`src/sv/assert_macros.svh`:
```
// assertion macros used by the tracker rtl
// expects a clock named clk and an active-low reset named arst_n in scope
`ifndef ASSERT_MACROS_SVH
`define ASSERT_MACROS_SVH

// same-cycle implication, checked outside reset
`define AST_SAME(label, ante, cons) \
	label: assert property (@(posedge clk) disable iff (!arst_n) (ante) |-> (cons)) \
		else $error("tracker check failed");

// next-cycle implication, checked outside reset
`define AST_NEXT(label, ante, cons) \
	label: assert property (@(posedge clk) disable iff (!arst_n) (ante) |=> (cons)) \
		else $error("tracker check failed");

`endif

```
`src/sv/cbt_pkg.sv`:
```
// types and constants for the colour blob box tracker
// used by cbt_cell, color_blob_box_tracker_unit and the dv benches; no dependencies
`default_nettype none

package cbt_pkg;

	// fixed field widths
	localparam int CHAN_W    = 8;
	localparam int COORD_W   = 10;
	localparam int WIN_W     = 48;
	localparam int CFG_IDX_W = 2;
	localparam int OIDX_W    = 2;
	localparam int IN_DATA_W  = 48;
	localparam int OUT_DATA_W = 48;
	localparam logic [COORD_W-1:0] COORD_MAX = '1;

	// pixel token handed from cell to cell
	typedef struct packed {
		logic               valid;
		logic [CHAN_W-1:0]  red;
		logic [CHAN_W-1:0]  green;
		logic [CHAN_W-1:0]  blue;
		logic [COORD_W-1:0] col;
		logic [COORD_W-1:0] row;
		logic               fstart;
		logic               fend;
		logic               in_area;
		logic               ovl;
	} tok_t;

	// box status of one object
	typedef struct packed {
		logic [COORD_W-1:0] left;
		logic [COORD_W-1:0] top;
		logic [COORD_W-1:0] right;
		logic [COORD_W-1:0] bottom;
		logic               tracked;
	} box_t;

endpackage

`default_nettype wire

```
`src/sv/cbt_cell.sv`:
```
// one tracker cell: holds the box of a single object and updates it per pixel
// depends on cbt_pkg
`default_nettype none

module cbt_cell import cbt_pkg::*; #(
	parameter int MARGIN = 8
) (
	input  wire logic             clk,
	input  wire logic             arst_n,
	input  wire logic [WIN_W-1:0] win,
	input  wire tok_t             tok_in,
	output tok_t                  tok_out,
	output box_t                  box
);

	localparam logic [COORD_W-1:0] MG = COORD_W'(MARGIN);

	logic               det_q, trk_q;
	logic [COORD_W-1:0] left_q, right_q, top_q, bottom_q;
	logic               det_n, trk_n;
	logic [COORD_W-1:0] left_n, right_n, top_n, bottom_n;
	tok_t               tok_s1;

	logic               match, det_eff, act, conn;
	logic [COORD_W-1:0] lo_ext, top_new;
	logic [COORD_W:0]   hi_ext, right_sum;

	// colour window test, all three channels inclusive
	always_comb begin
		match = (tok_in.red   >= win[7:0])   && (tok_in.red   <= win[31:24]) &&
		        (tok_in.green >= win[15:8])  && (tok_in.green <= win[39:32]) &&
		        (tok_in.blue  >= win[23:16]) && (tok_in.blue  <= win[47:40]);
	end

	// widened box edges and new-box values
	always_comb begin
		lo_ext    = (left_q > MG) ? left_q - MG : '0;
		hi_ext    = {1'b0, right_q} + {1'b0, MG};
		conn      = (tok_in.col >= lo_ext) && ({1'b0, tok_in.col} <= hi_ext);
		right_sum = {1'b0, tok_in.col} + {1'b0, MG};
		top_new   = (tok_in.row == '0) ? '0 : tok_in.row - 1'b1;
	end

	// box update for this pixel
	always_comb begin
		det_eff  = det_q & ~(tok_in.valid & tok_in.fstart);
		act      = tok_in.valid & tok_in.in_area & match;
		det_n    = det_eff;
		trk_n    = trk_q;
		left_n   = left_q;
		right_n  = right_q;
		top_n    = top_q;
		bottom_n = bottom_q;
		if (act) begin
			if (det_eff) begin
				if (conn && !tok_in.ovl) begin
					if (tok_in.col < left_q) left_n = tok_in.col;
					if (tok_in.col > right_q) right_n = tok_in.col;
					bottom_n = tok_in.row;
				end else begin
					det_n = 1'b0;
					trk_n = 1'b0;
				end
			end else if (!tok_in.ovl) begin
				left_n   = tok_in.col;
				top_n    = top_new;
				right_n  = right_sum[COORD_W] ? COORD_MAX : right_sum[COORD_W-1:0];
				bottom_n = tok_in.row;
				det_n    = 1'b1;
				trk_n    = 1'b1;
			end
		end
	end

	// object state
	always_ff @(posedge clk or negedge arst_n) begin
		if (!arst_n) begin
			det_q    <= 1'b0;
			trk_q    <= 1'b0;
			left_q   <= '0;
			right_q  <= '0;
			top_q    <= '0;
			bottom_q <= '0;
		end else begin
			det_q    <= det_n;
			trk_q    <= trk_n;
			left_q   <= left_n;
			right_q  <= right_n;
			top_q    <= top_n;
			bottom_q <= bottom_n;
		end
	end

	// token to the next cell, overlap flag folded with this object's updated span
	always_ff @(posedge clk or negedge arst_n) begin
		if (!arst_n) begin
			tok_s1 <= '0;
		end else begin
			tok_s1.valid   <= tok_in.valid;
			tok_s1.red     <= tok_in.red;
			tok_s1.green   <= tok_in.green;
			tok_s1.blue    <= tok_in.blue;
			tok_s1.col     <= tok_in.col;
			tok_s1.row     <= tok_in.row;
			tok_s1.fstart  <= tok_in.fstart;
			tok_s1.fend    <= tok_in.fend;
			tok_s1.in_area <= tok_in.in_area;
			tok_s1.ovl     <= tok_in.ovl | ((tok_in.col >= left_n) && (tok_in.col <= right_n));
		end
	end

	assign tok_out = tok_s1;
	assign box     = '{left: left_q, top: top_q, right: right_q, bottom: bottom_q,
	                   tracked: trk_q};

endmodule

`default_nettype wire

```
`src/sv/color_blob_box_tracker_unit.sv`:
```
// Colour blob box tracker. Pixels enter one per clock and pass through a row of OBJECTS
// cells, one per tracked object, each cell holding that object's box and handing the pixel
// on through a register; once the frame-end pixel leaves the last cell, the result port
// sends the OBJECTS boxes. Ordinary pixels are taken every cycle. Taking a frame-end pixel
// closes the input until the last of its OBJECTS results has been transferred.
// depends on cbt_pkg, cbt_cell and assert_macros.svh
`default_nettype none
`include "assert_macros.svh"

module color_blob_box_tracker_unit import cbt_pkg::*; #(
	parameter int OBJECTS     = 4,
	parameter int LINE_PIXELS = 640,
	parameter int FRAME_LINES = 480,
	parameter int MARGIN      = 8,
	parameter int BORDER      = 4
) (
	input  wire logic                  clk,
	input  wire logic                  arst_n,
	// pixel input
	input  wire logic                  s_tvalid,
	output logic                       s_tready,
	input  wire logic [IN_DATA_W-1:0]  s_tdata,  // red, green, blue, column, row, zero pad
	input  wire logic [1:0]            s_tuser,  // frame_start, frame_end
	// box results
	output logic                       m_tvalid,
	input  wire logic                  m_tready,
	output logic [OUT_DATA_W-1:0]      m_tdata,  // object_index, left, top, right, bottom, pad
	output logic [0:0]                 m_tuser,  // valid_res
	output logic                       m_tlast,
	// configuration writes
	input  wire logic                  cfg_we,
	input  wire logic [CFG_IDX_W-1:0]  cfg_index,
	input  wire logic [WIN_W-1:0]      cfg_data
);

	localparam int IDX_W = (OBJECTS > 1) ? $clog2(OBJECTS) : 1;
	localparam logic [IDX_W-1:0] IDX_LAST = IDX_W'(OBJECTS - 1);
	localparam logic [COORD_W:0] COL_LO = (COORD_W+1)'(BORDER);
	localparam logic [COORD_W:0] COL_HI = (COORD_W+1)'(LINE_PIXELS - BORDER);
	localparam logic [COORD_W:0] ROW_LO = (COORD_W+1)'(BORDER);
	localparam logic [COORD_W:0] ROW_HI = (COORD_W+1)'(FRAME_LINES - BORDER);

	logic [WIN_W-1:0] win_q [OBJECTS];
	tok_t             tok [OBJECTS+1];
	box_t             cell_box [OBJECTS];

	logic             hold_q, busy_q, m_valid_q, m_last_q;
	logic [IDX_W-1:0] idx_q;
	box_t             res_q;
	logic [OIDX_W-1:0] oidx_q;
	logic             in_xfer, out_xfer, chain_done, load;

	// colour window registers, indexes past the object count are dropped
	for (genvar k = 0; k < OBJECTS; k++) begin : g_win
		always_ff @(posedge clk or negedge arst_n) begin
			if (!arst_n) begin
				win_q[k] <= '0;
			end else if (cfg_we && cfg_index == CFG_IDX_W'(k)) begin
				win_q[k] <= cfg_data;
			end
		end
	end

	// pixel token entering the first cell
	assign in_xfer = s_tvalid & s_tready;
	always_comb begin
		tok[0].valid   = in_xfer;
		tok[0].red     = s_tdata[7:0];
		tok[0].green   = s_tdata[15:8];
		tok[0].blue    = s_tdata[23:16];
		tok[0].col     = s_tdata[33:24];
		tok[0].row     = s_tdata[43:34];
		tok[0].fstart  = s_tuser[0];
		tok[0].fend    = s_tuser[1];
		tok[0].in_area = ({1'b0, s_tdata[33:24]} >= COL_LO) &&
		                 ({1'b0, s_tdata[33:24]} <  COL_HI) &&
		                 ({1'b0, s_tdata[43:34]} >= ROW_LO) &&
		                 ({1'b0, s_tdata[43:34]} <  ROW_HI);
		tok[0].ovl     = 1'b0;
	end

	// row of object cells
	for (genvar i = 0; i < OBJECTS; i++) begin : g_cell
		cbt_cell #(.MARGIN(MARGIN)) u_cell (
			.clk     (clk),
			.arst_n  (arst_n),
			.win     (win_q[i]),
			.tok_in  (tok[i]),
			.tok_out (tok[i+1]),
			.box     (cell_box[i])
		);
	end

	assign chain_done = tok[OBJECTS].valid & tok[OBJECTS].fend;
	assign out_xfer   = m_valid_q & m_tready;
	assign load       = busy_q & (~m_valid_q | m_tready);

	// input hold from frame end until its last box is transferred
	always_ff @(posedge clk or negedge arst_n) begin
		if (!arst_n) begin
			hold_q <= 1'b0;
		end else if (in_xfer && s_tuser[1]) begin
			hold_q <= 1'b1;
		end else if (out_xfer && m_last_q) begin
			hold_q <= 1'b0;
		end
	end

	// result sequencer
	always_ff @(posedge clk or negedge arst_n) begin
		if (!arst_n) begin
			busy_q    <= 1'b0;
			idx_q     <= '0;
			m_valid_q <= 1'b0;
		end else begin
			if (chain_done) begin
				busy_q <= 1'b1;
				idx_q  <= '0;
			end else if (load) begin
				idx_q <= idx_q + 1'b1;
				if (idx_q == IDX_LAST) busy_q <= 1'b0;
			end
			if (load) begin
				m_valid_q <= 1'b1;
			end else if (m_tready) begin
				m_valid_q <= 1'b0;
			end
		end
	end

	// result payload register
	always_ff @(posedge clk) begin
		if (load) begin
			res_q    <= cell_box[idx_q];
			oidx_q   <= OIDX_W'(idx_q);
			m_last_q <= (idx_q == IDX_LAST);
		end
	end

	assign s_tready = ~hold_q;
	assign m_tvalid = m_valid_q;
	assign m_tdata  = {6'b0, res_q.bottom, res_q.right, res_q.top, res_q.left, oidx_q};
	assign m_tuser  = res_q.tracked;
	assign m_tlast  = m_last_q;

	// a box result only appears while the input is held for its frame end
	`AST_SAME(a_res_in_hold, m_valid_q, hold_q)
	// taking a frame-end pixel closes the input
	`AST_NEXT(a_fend_closes, in_xfer && s_tuser[1], !s_tready)
	// a frame-end token leaves the cell row only while held and idle at the result side
	`AST_SAME(a_done_idle, chain_done, hold_q && !busy_q && !m_valid_q)
	// the last box transferred reopens the input
	`AST_NEXT(a_last_reopens, out_xfer && m_last_q, s_tready && !busy_q)

endmodule

`default_nettype wire

```
`config.mk`:
```
export PLATFORM = sky130hd
export DESIGN_NAME = color_blob_box_tracker_unit
export DESIGN_NICKNAME = d
export VERILOG_FILES = /design/src/sv/cbt_pkg.sv /design/src/sv/cbt_cell.sv /design/src/sv/color_blob_box_tracker_unit.sv
export VERILOG_INCLUDE_DIRS = /design/src /design/src/sv
export SDC_FILE = /design/constraint.sdc
export NUM_CORES = 1
export LEC_CHECK = 0
export ABC_AREA = 0
export BUFFER_PORTS_ARGS = -buffer_cell sky130_fd_sc_hd__clkbuf_2
export CORE_MARGIN = 1
export CORE_UTILIZATION = 30
export CTS_CLUSTER_DIAMETER = 80
export DETAILED_ROUTE_END_ITERATION = 8
export GPL_TIMING_DRIVEN = 0
export PLACE_DENSITY = 0.5
export RECOVER_POWER = 100
export SLEW_MARGIN = 10
export SYNTH_ARGS = -nofsm -noshare
export SYNTH_HDL_FRONTEND = slang
export SYNTH_HIERARCHICAL = 1
export SYNTH_SLANG_ARGS = --single-unit
```
`constraint.sdc`:
```
create_clock -name clk -period 6.2 [get_ports clk]
set_input_delay 0.31 -clock clk [delete_from_list [all_inputs] [get_ports clk]]
set_output_delay 0.31 -clock clk [all_outputs]
set_load 0.03 [all_outputs]
```
### After elaboration in Yosys (flattened, before gate mapping)

Cells that the tools add are included.

* input port bits: 105
* bits in read-only memories: 0
* memory bits (writable): 0
* flip-flop bits (word level): 558
* latch bits: 0
* memories kept: 0
* word-level logic and storage cells: 360
* output and inout bits: 52

* divide/modulo/power cells: 0
* $mul: 0
* eq/ne operators: 17
* order comparisons: 55
* add/subtract/negate cells: 17
* reductions and logical operators: 66
* mux-type cells: 97
* shift operators: 0
* bitwise operators: 37

Operators by type and width (count)
* 2-to-1 mux 10 bit: 59
* greater-or-equal comparator 8 bit: 12
* less-or-equal comparator 8 bit: 12
* adder 10 x 4 -> 11 bit (second input constant): 8
* binary-select mux 41 bit (select 2 bit): 1
* 2-to-1 mux 41 bit: 2
* greater-or-equal comparator 10 bit: 7
* less-or-equal comparator 10 x 11 -> 1 bit: 4
* greater-than comparator 10 bit: 4
* greater-than comparator 10 x 4 -> 1 bit (second input constant): 4
* logical NOT 10 bit: 4
* less-than comparator 10 bit: 4
* subtractor 10 x 1 -> 10 bit (second input constant): 4
* subtractor 10 x 4 -> 10 bit (second input constant): 4
* logical AND 1 bit: 39
* 2-to-1 mux 1 bit: 33
* less-or-equal comparator 10 bit: 3
* AND reduction 3 bit: 9
* AND 1 bit: 20
* greater-or-equal comparator 10 x 3 -> 1 bit (second input constant): 2
* != test 2 bit (second input constant): 10
* NOT 1 bit: 13
* less-than comparator 10 bit (second input constant): 1
* less-than comparator 10 x 9 -> 1 bit (second input constant): 1
* 13 further kinds: 29

### Depth between registers and ports, before layout

Gate-level depths: netlist (run 1).

* depth in word-level cells: 11
* mapped depth: 24
* gate-level depth less buffers: 22

### By module

The synthesis (run 1) kept the hierarchy.

Modules (own cells, without submodules)
* color_blob_box_tracker_unit: sequential area each 6251.0 µm², times used 1, cells each 547, area an instance 9813.2 µm²
* cbt_cell at g_cell[2].u_cell: sequential area each 2277.2 µm², times used 1, cells each 664, area an instance 6467.5 µm²
* cbt_cell at g_cell[0].u_cell: sequential area each 2277.2 µm², times used 1, cells each 614, area an instance 6259.8 µm²
* cbt_cell at g_cell[3].u_cell: sequential area each 2277.2 µm², times used 1, cells each 634, area an instance 6212.2 µm²
* cbt_cell at g_cell[1].u_cell: sequential area each 2277.2 µm², times used 1, cells each 610, area an instance 6130.9 µm²

### Worst setup path before layout (run 1)

No wires, ideal clock.

* kind: register -> register
* start: register g_cell[1].u_cell.left_q[7]
* end: register g_cell[1].u_cell.tok_s1, in the netlist g_cell[1].u_cell/tok_out[0]
* setup time: 124 ps
* data required time: 6076 ps
* arrival time: 4655 ps
* setup slack: 1421 ps
* path buffers: 1
* stages on the path, launching flop included: 23
* clock period less this slack: 4779 ps
* path through: dfrtp_1 > nor3_1 > nand4_1 > and2_1 > ha_1 > nand2b_1 > a21oi_1 > nor3_1 > or4_1 > and3_1 > buf_2 > nor4b_4 > o21ai_4 > mux2_2 > ha_1 > nand2b_1 > a21oi_1 > nor2b_1 > o21ai_0 > a21oi_1 > o2111ai_1 > a21boi_0 > o31a_1

* longest elaborated chain between the ends: 11
* elaborated cells between the ends (all ways): 19
* those cells by class: add/sub: 1; order compare: 5; mux: 9; bitwise: 1; reduce/logical: 3

RTL lines
* from (decl): RTL line cbt_cell.sv:19 `logic [COORD_W-1:0] left_q, right_q, top_q, bottom_q;`
* from (signal assigned): RTL line cbt_cell.sv:87 `left_q <= left_n;`
* subtractor 10 x 4 -> 10 bit or greater-than comparator 10 x 4 -> 1 bit (tied branches): RTL line cbt_cell.sv:37 `lo_ext = (left_q > MG) ? left_q - MG : '0;`
* 2-to-1 mux 10 bit: RTL line cbt_cell.sv:37
* greater-or-equal comparator 10 bit: RTL line cbt_cell.sv:39 `conn = (tok_in.col >= lo_ext) && ({1'b0, tok_in.col} <= hi_ext);`
* logical AND 1 bit: RTL line cbt_cell.sv:39
* logical AND 1 bit: RTL line cbt_cell.sv:56 `if (conn && !tok_in.ovl) begin`
* 2-to-1 mux 10 bit *: RTL line cbt_cell.sv:56
* 2-to-1 mux 10 bit *: RTL line cbt_cell.sv:55 `if (det_eff) begin`
* 2-to-1 mux 10 bit *: RTL line cbt_cell.sv:54 `if (act) begin`
* named net g_cell[1].u_cell.left_n[0]: RTL line cbt_cell.sv:21 `logic [COORD_W-1:0] left_n, right_n, top_n, bottom_n;`
* greater-or-equal comparator 10 bit *: RTL line cbt_cell.sv:108 `tok_s1.ovl <= tok_in.ovl | ((tok_in.col >= left_n) && (tok_in.col <= right_n));`
* logical AND 1 bit *: RTL line cbt_cell.sv:108
* bitwise OR 1 bit *: RTL line cbt_cell.sv:108
* to (decl): RTL line cbt_cell.sv:22 `tok_t tok_s1;`

Mark *: on every way through the listed nets, which the timed path passes. The rest lies on a longest branch.
A chain may end at the register's enable or synchronous reset.

### Final worst setup path (run 1)

* start: register g_cell[2].u_cell.left_q[3]
* end: register g_cell[2].u_cell.tok_s1, in the netlist g_cell[2].u_cell/tok_out[0]

* longest elaborated chain between the ends: 11
* elaborated cells between the ends (all ways): 19
* those cells by class: add/sub: 1; order compare: 5; mux: 9; bitwise: 1; reduce/logical: 3

RTL lines (RTL line)
* from (decl): cbt_cell.sv:19
* from (signal assigned): cbt_cell.sv:87
* subtractor 10 x 4 -> 10 bit or greater-than comparator 10 x 4 -> 1 bit (tied branches): cbt_cell.sv:37
* 2-to-1 mux 10 bit: cbt_cell.sv:37
* greater-or-equal comparator 10 bit: cbt_cell.sv:39
* logical AND 1 bit: cbt_cell.sv:39
* logical AND 1 bit: cbt_cell.sv:56
* 2-to-1 mux 10 bit *: cbt_cell.sv:56
* 2-to-1 mux 10 bit *: cbt_cell.sv:55
* 2-to-1 mux 10 bit *: cbt_cell.sv:54
* named net g_cell[2].u_cell.left_n[0]: cbt_cell.sv:21
* greater-or-equal comparator 10 bit *: cbt_cell.sv:108
* logical AND 1 bit *: cbt_cell.sv:108
* bitwise OR 1 bit *: cbt_cell.sv:108
* to (decl): cbt_cell.sv:22

Marked as above.

==> metrics.txt, run 1 <==
multi-input logic area approximately 17000 µm²; Reg2Reg Depth 23; Clock Tree Root clkbuf_16; failing checks max-capacitance violations, max-slew violations; DRT Pass-1 Iters 7; Max-Cap Viols 9; Register Area around 14000 µm²; total routed wirelength 98100 µm; area grow syn2layout 15.8%; clk_lat worst skew roughly 0.62 ns; Critical R2R Launch g_cell[2].u_cell/left_q[3]$_DFF_PN0_; Tightest Pin Transition 2.84 ns; average size of a mapped cell between 10 and 15 µm²; site row count between 100 and 150; post-CTS sizing 0; status complete, but fails checks; 1st-iter DRT viols ~1500; die area approximately 110000 µm²; Crit Path Max Fanout 10; drt wl/cell around 21 µm; worst setup margin a little under 0.5 ns; Critical Path End Type flop; number of H-tree levels 3; I/O Buffers ~150; core footprint 109000 µm²; DR DRC count 0; post-DR vias/cell 5.00; CTS buffer count 67; # setup viols final 0; instance count of the mapped netlist slightly below 3000; critical path class flop to flop; Starting Density 0.304; Finished Cell Area 38400 µm²; Via Count 23900; fin crit share 0.921; Worst EP required between 6 and 7 ns; Worst Skew between 0.02 and 0.03 ns; Setup crit end g_cell[2].u_cell/tok_out[0]$_DFF_PN0_; Final min period 5.71 ns; largest net degree at the start of global routing 92; Clock Tree Buf Depth 3; antenna violations before repair 3; Post-CTS Setup Inserts 0; Area after DPL roughly 36000 µm²; fmax 175 MHz; Pwr Density around 290 nW/µm²; Final Hold Viols 0; leakage 17.4 nW; Post-DP HPWL 75400 µm; Netlist Area Pre-Place about 33000 µm²; first-pass GRT wire length around 150000 µm; RR Endpoint g_cell[2].u_cell/tok_out[0]$_DFF_PN0_; clock-pin slew on the worst setup and hold paths roughly 0.060 ns; die width ~330 µm; # clock sinks 558; Antenna Nets Post-Route 0; HP Class input port to flop; crit path launch g_cell[2].u_cell/left_q[3]$_DFF_PN0_; synth warn 6; filler instances 11100; VDD IR-drop max between 0.0002 and 0.00025 V; grt total ovfl 0; Startpoint Class flop; Worst EP arrival between 6 and 7 ns; share of post-route cells with drive strength above 1 0.133; unrepaired setup endpoints after global routing no; dpl ws roughly 0.74 ns; Pins Over Slew Limit approximately 280; GP Congestion 0.841; FF-to-FF setup slack between 0.4 and 0.5 ns; Die Ht 334 µm; vias in the first global route between 20000 and 25000; Slew headroom -0.893; Ports around 160; GRT Total Usage 0.178; Setup Total Neg Slack 0 ns; final net count roughly 3800; CTS tree done; total power ~0.011 W
[critical path, cell delays in order (launching register included)]
cell and delay, ns:
dfrtp_1 0.50, inv_1 0.16, ha_1 0.22, nand3_1 0.13, nor3_1 0.19, xnor2_1 0.14
nand2_1 0.07, ha_1 0.31, nand4_1 0.10, or4_4 0.54, a31oi_1 0.64, o211ai_1 0.23
clkbuf_1 0.28, buf_2 0.25, o211ai_1 0.18, nand3_1 0.12, ha_1 0.28, nand2b_1 0.15
a21o_1 0.18, a21o_1 0.19, a211oi_1 0.23, o21ai_0 0.12, a21oi_1 0.21, o21bai_1 0.13
[how the worst min path moves through the flow]
| stage | startpoint | end | slack (ns) | depth (start not counted) |
|---|---|---|---|---|
| after floorplan | arst_n | busy_q$_DFFE_PN0P_ | 0.01 | 0 |
| after global placement | g_cell[0].u_cell/tok_out[2]$_DFF_PN0_ | g_cell[1].u_cell/tok_out[2]$_DFF_PN0_ | 0.33 | 0 |
| after detailed placement | arst_n | win_q[190]$_DFFE_PN0P_ | 0.31 | 1 |
| after CTS | cfg_data[0] | win_q[0]$_DFFE_PN0P_ | 0.0005 | 2 |
| after global routing | cfg_data[4] | win_q[148]$_DFFE_PN0P_ | 0.01 | 2 |
| final | cfg_data[13] | win_q[109]$_DFFE_PN0P_ | 0.03 | 2 |
[state kept, by name, summed over array words and instances, names as in the netlist]
name	cells
oidx_q	2
g_cell.u_cell/right_q	40
idx_q	2
hold_q	1
g_cell.u_cell/det_q	4
m_tlast	1
g_cell.u_cell/top_q	40
g_cell.u_cell/bottom_q	40
g_cell.u_cell/tok_out	149
g_cell.u_cell/left_q	40
m_tvalid	1
m_tdata	40
m_tuser	1
g_cell.u_cell/trk_q	4
busy_q	1
win_q	192
[cell type report]
type,instances,share of cell area
Antenna cell,3,0.000196
Buffer,83,0.0111
Inverter,301,0.0295
Clock inverter,30,0.00868
Clock buffer,89,0.0499
Tap cell,1476,0.0481
Timing Repair Buffer,217,0.0350
Sequential cell,558,0.370
Multi-Input combinational cell,2020,0.448
[per-layer routing]
metal  track usage  vias up  wire length (µm)
li1              -    11400                 -
met1         0.255    11900             48000
met2         0.278      496             43500
met3        0.0238      136              3960
met4        0.0516        2              2640
met5             0        -                13
[through the flow]
stage | std cells | hold slack (ns) | util
global route | 4775 | 0.0123 | 0.351
global placement | 4584 | 0.332 | 0.327
CTS | 4774 | 0.000461 | 0.356
finish | 4777 | 0.0317 | 0.351
detailed placement | 4592 | 0.306 | 0.329
floorplan | 2962 | 0.0144 | -
[cell usage in the layout (no fill, tap or decap), types with 10 or more instances in the layout]
| cell | instances |
|---|---|
| nand2b_1 | 42 |
| o22ai_1 | 16 |
| mux2i_1 | 49 |
| o211ai_1 | 28 |
| clkbuf_1 | 163 |
| clkbuf_2 | 53 |
| clkbuf_16 | 70 |
| dfrtp_1 | 514 |
| nand3_1 | 62 |
| inv_1 | 301 |
| nor4_1 | 14 |
| buf_4 | 14 |
| dlygate4sd3_1 | 63 |
| mux4_2 | 41 |
| a21o_1 | 43 |
| nand4_1 | 58 |
| and3_1 | 22 |
| xor2_1 | 17 |
| o31ai_1 | 14 |
| a22oi_1 | 10 |
| nor3_1 | 52 |
| o21ai_0 | 129 |
| mux2_1 | 95 |
| a21oi_1 | 144 |
| nor2b_1 | 34 |
| edfxtp_1 | 44 |
| nor2_1 | 88 |
| a31oi_1 | 15 |
| or4_1 | 17 |
| xnor2_1 | 47 |
| a211oi_1 | 22 |
| o21a_1 | 29 |
| nand2_1 | 152 |
| mux2_2 | 180 |
| ha_1 | 413 |
[power breakdown]
part	leakage [nW]	internal, W	switching (W)
sequential	6.74	0.00420	0.000348
combinational	9.53	0.00105	0.00156
clock	1.11	0.00240	0.00164
[what timing repair did]
item                                    in CTS  in global routing
endpoints found under the setup margin       0                  0
hold buffers                                63                  0
endpoints found under the hold margin      175                  0
(Power assumes the default switching activity.)
==> run 2, diff against run 1 <==
Settings changed: MAX_ROUTING_LAYER from default to met4.
==> run 2 against run 1 <==
Effect of this change:
- the run still ends with max-capacitance violations, max-slew violations left
- sequential cell count unchanged
- worst hold slack worse by 0.0060 ns
- clock skew up 0.0012 ns
==> metrics.txt, run 2 (synthesis gave the netlist of run 1 again) <==
site row count 121; status complete, but fails checks; I/O Buffers 146; CTS buffer count 67; number of H-tree levels 3; Starting Density 0.304; antenna violations before repair 3; area grow syn2layout 15.8%; clk_lat worst skew about 0.62 ns; crit path launch g_cell[2].u_cell/left_q[3]$_DFF_PN0_; final net count about 3800; most used cell, CP ha_1; HP Class input port to flop; GRT Total Usage 0.183; Psw 0.00356 W; first-pass GRT wire length around 150000 µm; Reg2Reg Depth 23; Max-Cap Viols 9; hold-critical path depth 2; P_int around 0.0076 W; most frequent cells in the layout dfrtp_1, ha_1, inv_1, mux2_2, clkbuf_1; Flop pwr share 0.406; clock power share 0.361; leakage 17.4 nW; # setup viols final 0; DR DRC count 0; Final Hold Viols 0; Setup Total Neg Slack 0 ns; clock-pin slew on the worst setup and hold paths ~0.06 ns; Crit path max-delay family compound AO/OA/AOI/OAI gates; unrepaired setup endpoints after global routing no; Pins Over Slew Limit ~280; Crit Path Max Fanout 10; DRT Pass-1 Iters 7; total power 0.0112 W; Most flops, register win_q; Final min period 5.67 ns; switching share of power 0.318; Critical Path End Type flop; fmax approximately 180 MHz; Via Count about 24000; critical path class flop to flop; multi-input logic area ~17000 µm²; Worst EP arrival just over 6 ns; Slowest-stage cell, CP a31oi_1; most common cell after layout, fill and taps aside dfrtp_1; die width between 300 and 400 µm; Clock Tree Root clkbuf_16; Critical R2R Launch g_cell[2].u_cell/left_q[3]$_DFF_PN0_; Worst EP required about 6.7 ns; largest net degree at the start of global routing between 90 and 100; drt wl/cell 20.5 µm; hold wc startpoint cfg_data[0]; Pwr Density about 290 nW/µm²; Comb pwr share 0.233; vias in the first global route between 20000 and 25000; Antenna Nets Post-Route 0; grt total ovfl 0; failing checks max-capacitance violations, max-slew violations; number of flip-flops in the largest register between 150 and 200; VDD IR-drop max between 0.0002 and 0.00025 V; CTS tree done; total routed wirelength approximately 98000 µm; crit-path cells inv_1, ha_1, nand3_1, nor3_1, xnor2_1, nand2_1, ha_1, nand4_1, or4_4, a31oi_1, o211ai_1, clkbuf_1, buf_2, o211ai_1, nand3_1, ha_1, nand2b_1, a21o_1, a21o_1, a211oi_1, o21ai_0, a21oi_1, o21bai_1; Ports between 150 and 200; Clock Tree Buf Depth 3; die area approximately 110000 µm²; fin crit share 0.915; # clock sinks between 500 and 600; Worst Skew roughly 0.028 ns; GP Congestion between 0.8 and 0.9; Tightest Pin Transition ~2.9 ns; post-DR vias/cell about 5; 1st-iter DRT viols ~1500; WP buf/inv 3; critical path depth in cells 23; core footprint between 100000 and 150000 µm²; Register Area about 14000 µm²; share of post-route cells with drive strength above 1 0.133; Die Ht around 330 µm; Post-DP HPWL 75400 µm; Worst path max stage delay 0.61 ns; Slew headroom -0.914; filler instances around 11000; Startpoint Class flop
==> run 2: path summary, 6_finish.rpt <==
path	endpoint	slack (ns)
worst max-delay path	g_cell[2].u_cell/tok_out[0]$_DFF_PN0_	0.53
worst min-delay path	win_q[0]$_DFFE_PN0P_	0.03
worst max register to register	g_cell[2].u_cell/tok_out[0]$_DFF_PN0_	0.53
worst min register to register	g_cell[1].u_cell/tok_out[2]$_DFF_PN0_	0.35
max in group asynchronous	g_cell[3].u_cell/right_q[3]$_DFF_PN0_	1.32
min in group asynchronous	win_q[190]$_DFFE_PN0P_	1.16
==> run 2: power groups by stage <==
stage | combinational, W | sequential, W | clock (W)
after floorplan | 0.00163 | 0.00468 | 0
final | 0.00261 | 0.00455 | 0.00405
after global routing | 0.00295 | 0.00462 | 0.00429
after detailed placement | 0.00268 | 0.00461 | 0
after CTS | 0.00273 | 0.00455 | 0.00416
after global placement | 0.00262 | 0.00463 | 0
==> run 2: routing by layer <==
metal,track usage,share of wire,routed length (µm),vias up
met5,-,0,0,-
met4,0.0513,0.025,2490,0
li1,-,-,-,11400
met2,0.278,0.45,43700,462
met3,0.0231,0.039,3880,132
met1,0.255,0.49,48100,11900
==> run 2: through the flow <==
step	utilization	area [µm²]	setup slack (ns)	hold WS (ns)	std cells
finish	0.351	38400	0.526	0.0257	4778
detailed placement	0.329	36000	0.736	0.306	4592
CTS	0.356	38800	0.719	0.000461	4774
global route	0.351	38400	0.155	0.0104	4776
floorplan	-	33200	1.42	0.0144	2962
global placement	0.327	35700	-7.87	0.332	4584
==> run 2: area by class of cell <==
class                   count  share of cell area
repair buffers            217              0.0350
multi-input cells        2020               0.448
clock inverters            30             0.00868
clock buffers              89              0.0499
well taps                1476              0.0481
plain buffers              83              0.0111
inverters                 301              0.0295
flip-flops and latches    558               0.370
diodes                      4            0.000261
==> run 2: repair_timing <==
item                                   4_1_cts  5_1_grt
buffers inserted                             0        0
endpoints found under the hold margin      175        0
hold buffers                                63        0
gates resized for setup                      0        0
